$ cat config.mk
export PLATFORM = sky130hd
export DESIGN_NAME = aff_control
export DESIGN_NICKNAME = d
export VERILOG_FILES = /design/src/rtl/aff_pkg.sv /design/src/rtl/aff_control.sv
export SDC_FILE = /design/constraint.sdc
export NUM_CORES = 1
export LEC_CHECK = 0
export ABC_AREA = 1
export ABC_CLOCK_PERIOD_IN_PS = 3450
export BUFFER_PORTS_ARGS = -buffer_cell sky130_fd_sc_hd__buf_2
export CAP_MARGIN = 20
export CORE_MARGIN = 3
export CORE_UTILIZATION = 38
export CTS_CLUSTER_DIAMETER = 30
export DETAILED_ROUTE_END_ITERATION = 6
export HOLD_SLACK_MARGIN = 0.1
export PLACE_DENSITY = 0.67
export SYNTH_ARGS = -nofsm -noshare
export SYNTH_HDL_FRONTEND = slang
export SYNTH_SLANG_ARGS = --single-unit
$ cat constraint.sdc
create_clock -name i_clk -period 3.45 [get_ports i_clk]
set_clock_uncertainty 0.05 [all_clocks]
set_input_delay 0 -clock i_clk [delete_from_list [all_inputs] [get_ports i_clk]]
set_output_delay 0 -clock i_clk [all_outputs]
set_load 0.01 [all_outputs]
$ cat src/rtl/aff_pkg.sv
package aff_pkg;

    localparam int ELEM_BITS  = 32;
    localparam int FRAC_BITS  = 16;
    localparam int IDX_BITS   = 4;
    localparam int NUM_BITS   = 64;
    localparam int ACC_BITS   = 128;
    localparam int RCP_BITS   = ELEM_BITS + FRAC_BITS;
    localparam int DIG_BITS   = 16;
    localparam int PP_BITS    = NUM_BITS + DIG_BITS + 1;

    localparam logic [IDX_BITS-1:0] ELEM_LAST = IDX_BITS'(11);
    localparam logic [IDX_BITS-1:0] NELEM     = IDX_BITS'(12);
    localparam logic [4:0]          UOP_LAST  = 5'd29;
    localparam logic [5:0]          MUL_LAST  = 6'd3;
    localparam logic [5:0]          DIV_LAST  = 6'd63;

    typedef enum logic [1:0] {
        OS_NONE,
        OS_SRC,
        OS_NUM,
        OS_RCP
    } t_osel;

    typedef enum logic [1:0] {
        FIN_NONE,
        FIN_NUM,
        FIN_DET
    } t_fin;

    typedef enum logic [3:0] {
        ST_IDLE,
        ST_LDA,
        ST_LDB,
        ST_MUL,
        ST_ACC,
        ST_RND,
        ST_CHK,
        ST_DVI,
        ST_DIV,
        ST_RCP,
        ST_EMIT,
        ST_SRD,
        ST_SEM
    } t_state;

    typedef struct packed {
        logic [IDX_BITS-1:0] a_addr;
        logic                b_num;
        logic [IDX_BITS-1:0] b_addr;
        logic                clr;
        logic                sub;
        t_fin                fin;
        logic [IDX_BITS-1:0] dst;
    } t_uop;

    typedef struct packed {
        t_osel               a_sel;
        logic [IDX_BITS-1:0] addr_a;
        t_osel               b_sel;
        logic [IDX_BITS-1:0] addr_b;
        logic                mul_en;
        logic                mul_first;
        logic [1:0]          digit;
        logic                acc_en;
        logic                acc_clr;
        logic                acc_sub;
        logic                rnd_num;
        logic                rnd_det;
        logic [IDX_BITS-1:0] dst;
        logic                div_init;
        logic                div_step;
        logic                rcp_en;
        logic                rcp_clr;
        logic                out_load;
        logic                out_src;
        logic                out_sing;
        logic                out_last;
        logic [IDX_BITS-1:0] out_index;
    } t_cmd;

    typedef struct packed {
        logic det_zero;
        logic out_free;
    } t_sts;

    function automatic t_uop mk(input logic [3:0] a, input logic bn, input logic [3:0] b,
                                input logic c, input logic s, input t_fin f,
                                input logic [3:0] d);
        t_uop u;
        u.a_addr = a;
        u.b_num  = bn;
        u.b_addr = b;
        u.clr    = c;
        u.sub    = s;
        u.fin    = f;
        u.dst    = d;
        return u;
    endfunction

    // product sequence: nine minors, determinant, three translation terms
    function automatic t_uop ucode(input logic [4:0] i);
        t_uop u;
        unique case (i)
            5'd0:  u = mk(4'd5,  1'b0, 4'd10, 1'b1, 1'b0, FIN_NONE, 4'd0);
            5'd1:  u = mk(4'd9,  1'b0, 4'd6,  1'b0, 1'b1, FIN_NUM,  4'd0);
            5'd2:  u = mk(4'd8,  1'b0, 4'd6,  1'b1, 1'b0, FIN_NONE, 4'd0);
            5'd3:  u = mk(4'd4,  1'b0, 4'd10, 1'b0, 1'b1, FIN_NUM,  4'd4);
            5'd4:  u = mk(4'd4,  1'b0, 4'd9,  1'b1, 1'b0, FIN_NONE, 4'd0);
            5'd5:  u = mk(4'd8,  1'b0, 4'd5,  1'b0, 1'b1, FIN_NUM,  4'd8);
            5'd6:  u = mk(4'd9,  1'b0, 4'd2,  1'b1, 1'b0, FIN_NONE, 4'd0);
            5'd7:  u = mk(4'd1,  1'b0, 4'd10, 1'b0, 1'b1, FIN_NUM,  4'd1);
            5'd8:  u = mk(4'd0,  1'b0, 4'd10, 1'b1, 1'b0, FIN_NONE, 4'd0);
            5'd9:  u = mk(4'd8,  1'b0, 4'd2,  1'b0, 1'b1, FIN_NUM,  4'd5);
            5'd10: u = mk(4'd8,  1'b0, 4'd1,  1'b1, 1'b0, FIN_NONE, 4'd0);
            5'd11: u = mk(4'd0,  1'b0, 4'd9,  1'b0, 1'b1, FIN_NUM,  4'd9);
            5'd12: u = mk(4'd1,  1'b0, 4'd6,  1'b1, 1'b0, FIN_NONE, 4'd0);
            5'd13: u = mk(4'd5,  1'b0, 4'd2,  1'b0, 1'b1, FIN_NUM,  4'd2);
            5'd14: u = mk(4'd4,  1'b0, 4'd2,  1'b1, 1'b0, FIN_NONE, 4'd0);
            5'd15: u = mk(4'd0,  1'b0, 4'd6,  1'b0, 1'b1, FIN_NUM,  4'd6);
            5'd16: u = mk(4'd0,  1'b0, 4'd5,  1'b1, 1'b0, FIN_NONE, 4'd0);
            5'd17: u = mk(4'd4,  1'b0, 4'd1,  1'b0, 1'b1, FIN_NUM,  4'd10);
            5'd18: u = mk(4'd2,  1'b1, 4'd8,  1'b1, 1'b0, FIN_NONE, 4'd0);
            5'd19: u = mk(4'd6,  1'b1, 4'd9,  1'b0, 1'b0, FIN_NONE, 4'd0);
            5'd20: u = mk(4'd10, 1'b1, 4'd10, 1'b0, 1'b0, FIN_DET,  4'd0);
            5'd21: u = mk(4'd3,  1'b1, 4'd0,  1'b1, 1'b1, FIN_NONE, 4'd0);
            5'd22: u = mk(4'd7,  1'b1, 4'd1,  1'b0, 1'b1, FIN_NONE, 4'd0);
            5'd23: u = mk(4'd11, 1'b1, 4'd2,  1'b0, 1'b1, FIN_NUM,  4'd3);
            5'd24: u = mk(4'd3,  1'b1, 4'd4,  1'b1, 1'b1, FIN_NONE, 4'd0);
            5'd25: u = mk(4'd7,  1'b1, 4'd5,  1'b0, 1'b1, FIN_NONE, 4'd0);
            5'd26: u = mk(4'd11, 1'b1, 4'd6,  1'b0, 1'b1, FIN_NUM,  4'd7);
            5'd27: u = mk(4'd3,  1'b1, 4'd8,  1'b1, 1'b1, FIN_NONE, 4'd0);
            5'd28: u = mk(4'd7,  1'b1, 4'd9,  1'b0, 1'b1, FIN_NONE, 4'd0);
            5'd29: u = mk(4'd11, 1'b1, 4'd10, 1'b0, 1'b1, FIN_NUM,  4'd11);
            default: u = mk(4'd0, 1'b0, 4'd0, 1'b0, 1'b0, FIN_NONE, 4'd0);
        endcase
        return u;
    endfunction

endpackage

$ cat src/rtl/aff_control.sv
module aff_control (
    input  logic          i_clk,
    input  logic          i_rst_n,
    input  logic          i_in_fire,
    input  logic [3:0]    i_in_idx,
    input  aff_pkg::t_sts i_sts,
    output aff_pkg::t_cmd o_cmd,
    output logic          o_in_ready,
    output logic          o_in_we
);
    import aff_pkg::*;

    t_state              r_state, n_state;
    logic [4:0]          r_uidx, n_uidx;
    logic [5:0]          r_cnt, n_cnt;
    logic [IDX_BITS-1:0] r_k, n_k;
    logic                r_res, n_res;
    t_uop                w_u;

    assign w_u        = ucode(r_uidx);
    assign o_in_ready = (r_state == ST_IDLE);
    assign o_in_we    = i_in_fire && (i_in_idx < NELEM);

    always_ff @(posedge i_clk) begin
        if (!i_rst_n) begin
            r_state <= ST_IDLE;
            r_uidx  <= '0;
            r_cnt   <= '0;
            r_k     <= '0;
            r_res   <= 1'b0;
        end else begin
            r_state <= n_state;
            r_uidx  <= n_uidx;
            r_cnt   <= n_cnt;
            r_k     <= n_k;
            r_res   <= n_res;
        end
    end

    always_comb begin
        n_state = r_state;
        n_uidx  = r_uidx;
        n_cnt   = r_cnt;
        n_k     = r_k;
        n_res   = r_res;
        unique case (r_state)
            ST_IDLE: begin
                if (i_in_fire && i_in_idx == ELEM_LAST) begin
                    n_state = ST_LDA;
                    n_uidx  = '0;
                    n_res   = 1'b0;
                end
            end
            ST_LDA: n_state = ST_LDB;
            ST_LDB: begin
                n_state = ST_MUL;
                n_cnt   = '0;
            end
            ST_MUL: begin
                n_cnt = r_cnt + 6'd1;
                if (r_cnt == MUL_LAST)
                    n_state = ST_ACC;
            end
            ST_ACC: begin
                if (r_res)
                    n_state = ST_EMIT;
                else if (w_u.fin == FIN_NONE) begin
                    n_uidx  = r_uidx + 5'd1;
                    n_state = ST_LDA;
                end else
                    n_state = ST_RND;
            end
            ST_RND: begin
                if (w_u.fin == FIN_DET)
                    n_state = ST_CHK;
                else if (r_uidx == UOP_LAST)
                    n_state = ST_DVI;
                else begin
                    n_uidx  = r_uidx + 5'd1;
                    n_state = ST_LDA;
                end
            end
            ST_CHK: begin
                if (i_sts.det_zero) begin
                    n_k     = '0;
                    n_state = ST_SRD;
                end else begin
                    n_uidx  = r_uidx + 5'd1;
                    n_state = ST_LDA;
                end
            end
            ST_DVI: begin
                n_cnt   = '0;
                n_state = ST_DIV;
            end
            ST_DIV: begin
                n_cnt = r_cnt + 6'd1;
                if (r_cnt == DIV_LAST)
                    n_state = ST_RCP;
            end
            ST_RCP: begin
                n_res   = 1'b1;
                n_k     = '0;
                n_state = ST_LDA;
            end
            ST_EMIT: begin
                if (i_sts.out_free) begin
                    if (r_k == ELEM_LAST)
                        n_state = ST_IDLE;
                    else begin
                        n_k     = r_k + IDX_BITS'(1);
                        n_state = ST_LDA;
                    end
                end
            end
            ST_SRD: n_state = ST_SEM;
            ST_SEM: begin
                if (i_sts.out_free) begin
                    if (r_k == ELEM_LAST)
                        n_state = ST_IDLE;
                    else begin
                        n_k     = r_k + IDX_BITS'(1);
                        n_state = ST_SRD;
                    end
                end
            end
            default: n_state = ST_IDLE;
        endcase
    end

    always_comb begin
        o_cmd           = '0;
        o_cmd.a_sel     = OS_NONE;
        o_cmd.b_sel     = OS_NONE;
        o_cmd.dst       = w_u.dst;
        o_cmd.digit     = r_cnt[1:0];
        o_cmd.out_index = r_k;
        o_cmd.out_last  = (r_k == ELEM_LAST);
        unique case (r_state)
            ST_LDA: begin
                o_cmd.a_sel  = r_res ? OS_NUM : OS_SRC;
                o_cmd.addr_a = r_res ? r_k : w_u.a_addr;
            end
            ST_LDB: begin
                o_cmd.b_sel  = r_res ? OS_RCP : (w_u.b_num ? OS_NUM : OS_SRC);
                o_cmd.addr_b = w_u.b_addr;
            end
            ST_MUL: begin
                o_cmd.mul_en    = 1'b1;
                o_cmd.mul_first = (r_cnt == '0);
            end
            ST_ACC: begin
                o_cmd.acc_en  = 1'b1;
                o_cmd.acc_clr = r_res || w_u.clr;
                o_cmd.acc_sub = !r_res && w_u.sub;
            end
            ST_RND: begin
                o_cmd.rnd_num = (w_u.fin == FIN_NUM);
                o_cmd.rnd_det = (w_u.fin == FIN_DET);
            end
            ST_CHK:  o_cmd.rcp_clr  = i_sts.det_zero;
            ST_DVI:  o_cmd.div_init = 1'b1;
            ST_DIV:  o_cmd.div_step = 1'b1;
            ST_RCP:  o_cmd.rcp_en   = 1'b1;
            ST_EMIT: o_cmd.out_load = i_sts.out_free;
            ST_SRD: begin
                o_cmd.a_sel  = OS_SRC;
                o_cmd.addr_a = r_k;
            end
            ST_SEM: begin
                o_cmd.out_load = i_sts.out_free;
                o_cmd.out_src  = 1'b1;
                o_cmd.out_sing = 1'b1;
            end
            default: ;
        endcase
    end

endmodule

==> results.md <==
Logic synthesis:
- Summed over all instances, the cell type with the most area after synthesis is sky130_fd_sc_hd__dfxtp_1.
- Of the post-synthesis cell area, the dominant cell type holds 27.5%.
- The mapped netlist covers 2630 um2.
- The number of different library cells used by synthesis comes to 34.
- During synthesis, Yosys emitted a total of 0 warnings.
- The number of instances in the synthesized netlist is 408.
- Synthesis inferred 36 register bits.
- The proportion of register bits with asynchronous set or reset after synthesis is 0%.
- sky130_fd_sc_hd__nand2_1 is the most common cell in the netlist.
- In the synthesized netlist the dominant register cell turns out to be sky130_fd_sc_hd__dfxtp_1.
- Ranked by instance count, the synthesized netlist is headed by 96 x sky130_fd_sc_hd__nand2_1, 57 x sky130_fd_sc_hd__inv_1, 46 x sky130_fd_sc_hd__nand3_1.
- The average instance in the mapped netlist occupies 6.43 um2.
- After synthesis, the cell types taking the most area are sky130_fd_sc_hd__dfxtp_1 27%, sky130_fd_sc_hd__nand2_1 14%, sky130_fd_sc_hd__nand3_1 8.8%, sky130_fd_sc_hd__inv_1 8.2%, sky130_fd_sc_hd__ha_1 7.6%.
- Counting flops with a built-in enable in the synthesized netlist gives 0.
- The net count of the mapped netlist is 433.
- The sequential cell area fraction in the yosys report is 27.5%.

Setup path:
- Counting stages on the worst path, the most repeated cell is sky130_fd_sc_hd__nand2_1.
- The signal on the critical path passes through nand2_1 > nand3_1 > nand2_1 > nand2_2 > nor2_8 > nand2_8 > o21ai_0 > nand2_1 > ha_1 > inv_1 > nand4_1 > nand2_1 > nor2_1 > nand2_1 > nand3_1.
- Of all nets on the critical path, the largest fanout is 8.
- The longest individual stage delay on the worst path is 0.39 ns.
- The worst setup path is launched from a register.
- The slowest cell on the critical path is sky130_fd_sc_hd__dfxtp_1.
- In this run the critical register-to-register path is launched from r_state[0].
- Together, buffers and inverters on the worst path number 1.
- The launch point of the critical path is r_state[0].
- The cell class contributing the biggest share of worst-path delay is simple AND/OR/NAND/NOR gates.
- The kind of end point of the critical path is a register.
- The type of the worst setup path is reg -> reg.
- STA puts the critical path data arrival time at 2.82 ns.
- The required time of the critical path is 3.57 ns.

Outcome:
- The run finished with clean final reports.

Global routing:
- The pin count of the biggest net entering global routing is 17.
- After global routing the overflow that remains totals 0.
- The overall fraction of global-route tracks in use is 18.5%.
- The global-route wire length before repair is 11.6 mm.
- The via count of the first global-routing pass came to 2583.
- The number of antenna violations at the first check in global routing came to 0.

Routing:
- The count of TritonRoute iterations in the first routing pass is 4.
- In the routed design, unresolved DRC markers number 0.
- The post-detailed-route wirelength per cell is 13.3 um.
- In the routed layout, each cell is associated on average with a via count of 5.20.
- The total detailed-routing wirelength is 7.02 mm.
- The residual antenna-violating net count after detailed routing is 0.
- For this block, the via count after detailed routing is 2743.
- The first routing iteration left 117 violations.

STA:
- Setup repair after global routing left no endpoint under its margin.
- Setup violations remaining at the end of the flow were counted as 0.
- The final count of hold timing violations is 0.
- The share of the clock period used by the worst path is 78.2%.
- At the pin with the least slew margin, the transition time is 0.703 ns.
- After routing, the total negative slack on setup checks comes to 0 ns.
- Measured against its own limit, the worst slew margin works out to 52.8%.
- After layout, the minimum clock period comes to 2.70 ns.
- Derived from the worst setup path, the maximum achievable clock frequency is 370 MHz.
- The number of max-slew violations in the final report is 0.
- The worst hold slack across all endpoints is 0.122 ns.

CTS:
- The post-CTS setup-driven buffer insertion count is 0.
- TritonCTS created 5 clock buffers.
- The total number of H-tree levels is 2.
- No sink is reached through more buffers than the 2 on the longest clock path.
- The clock root buffer is sky130_fd_sc_hd__clkbuf_8.
- TritonCTS built the clock tree.
- Counting every sink on the clock net gives 36.
- The clock input transition at the sequential cells of the worst setup and hold paths is 0.07 ns.
- The clock network latency to the later pin of the worst-skew pair is 0.29 ns.

Finish:
- For this run, the post-layout net count is 475.
- In the final layout, the multi-input gates occupy 1560 um2.
- Summing all flip-flop and latch instances after layout gives 721 um2.
- The filler cells instantiated in the layout total 707.
- 0 antenna diodes ended up in the layout.
- Measured on the finished design, the core utilization comes to 45.3%.
- Cells with a size suffix above 1 make up 19.1% of the layout.
- The area growth from synthesis to layout is 12.7%.

Hold path:
- The source of the worst hold timing path is i_sts[1].
- The path class of the tightest hold or removal check is in -> reg.

Power and ir drop:
- Summed over all cells, the static leakage comes to 0.00153 uW.
- Across the VDD grid, the largest voltage drop is 0.122 mV.
- In this run the power density over the cells is 278 nW/um2.

Floorplan:
- After floorplanning, the core was sized to cover 6530 um2.
- The total die area is 7940 um2.
- The die span in x is 89.1 um.
- Measured along the y axis, the die boundary spans 89.1 um.
- The number of placement rows is 29.
- The number of placed I/O pins is 48.
- The starting density of the core is 40.2%.

Job:
- Across the run, the number of max-cap violations was 0.

Placement:
- The port buffer count is 47.
- At the end of routability-driven placement, the weighted congestion stood at 0.921.
- The HPWL reported at the end of detailed placement is 5.57 mm.
-- cell usage in the layout, fill, tap and decap left out, drive strengths merged --
cell / instances
a211oi: 2
a21boi: 1
a21oi: 19
a22oi: 1
a31oi: 1
and3: 1
buf: 47
clkbuf: 6
clkinv: 1
dfxtp: 36
dlygate4sd3: 2
ha: 16
inv: 67
nand2: 104
nand3: 51
nand3b: 1
nand4: 6
nor2: 53
nor3: 8
nor3b: 2
o2111ai: 2
o211ai: 2
o21ai: 19
xor2: 2
-- report_power, final --
group / switching (uW) / internal [uW]
clock network: 150 / 137
logic: 69.7 / 31.7
registers: 5.46 / 428
total: 226 / 597
-- kinds of logic (layout without fill, tap and decap cells) --
family / count (synthesis) / count (layout) / share of synthesized area [%]
AO/OA/AOI/OAI: 47 / 47 / 9.87
XOR/XNOR: 2 / 2 / 0.667
adder cells (fa/ha/maj): 16 / 16 / 7.63
buffers and inverters: 81 / 123 / 13.2
flip-flops: 36 / 36 / 27.5
AND/OR/NAND/NOR: 226 / 226 / 41.2
-- final timing paths --
kind | endpoint | slack (ns) | cells after the start
max | w_u[15] | 0.75 | 15
min | r_k[2] | 0.12 | 6
max reg2reg | w_u[15] | 0.75 | 15
min reg2reg | r_cnt[5] | 0.42 | 2
-- per-stage QoR --
stage	total power (uW)	instances	setup WS (ns)	area (um2)
floorplan	517	408	1.11	2630
global placement	540	518	0.930	2860
detailed placement	541	518	0.814	2860
CTS	829	527	0.794	2960
global route	862	527	0.459	2960
finish	822	527	0.751	2960
-- flip-flops by register name, indices dropped and copies added (netlist names) --
register,count
r_state,4
r_uidx,5
r_k,4
r_cnt,6
r_res,1
w_u,16
-- area by class of cell --
class / instances / share of cell area (%)
tap: 77 / 3.26
timing repair buffer: 49 / 8.63
clock inverter: 1 / 0.169
inverter: 67 / 8.50
clock buffer: 6 / 2.45
multi-input combinational: 291 / 52.6
sequential: 36 / 24.4
-- timing repair --
| action | CTS | global route |
|---|---|---|
| gates resized for setup | 0 | 0 |
| endpoints found under the hold margin | 3 | 0 |
| hold buffers | 2 | 0 |
-- tightest hold or removal path: stages --
cell and delay, ns:
sky130_fd_sc_hd__buf_2 0.10, sky130_fd_sc_hd__nor2_1 0.06, sky130_fd_sc_hd__inv_1 0.07, sky130_fd_sc_hd__nand2_1 0.05, sky130_fd_sc_hd__nand2_1 0.09, sky130_fd_sc_hd__nor3b_1 0.05
-- routing by layer --
metal | wire, um | vias up | track usage, %
met5 | 0 | - | 0
met4 | 128 | 0 | 6.90
met3 | 494 | 18 | 4.33
met2 | 3440 | 116 | 32.4
met1 | 2950 | 1227 | 21.9
li1 | - | 1382 | -
Power figures use the tool's default switching activity.
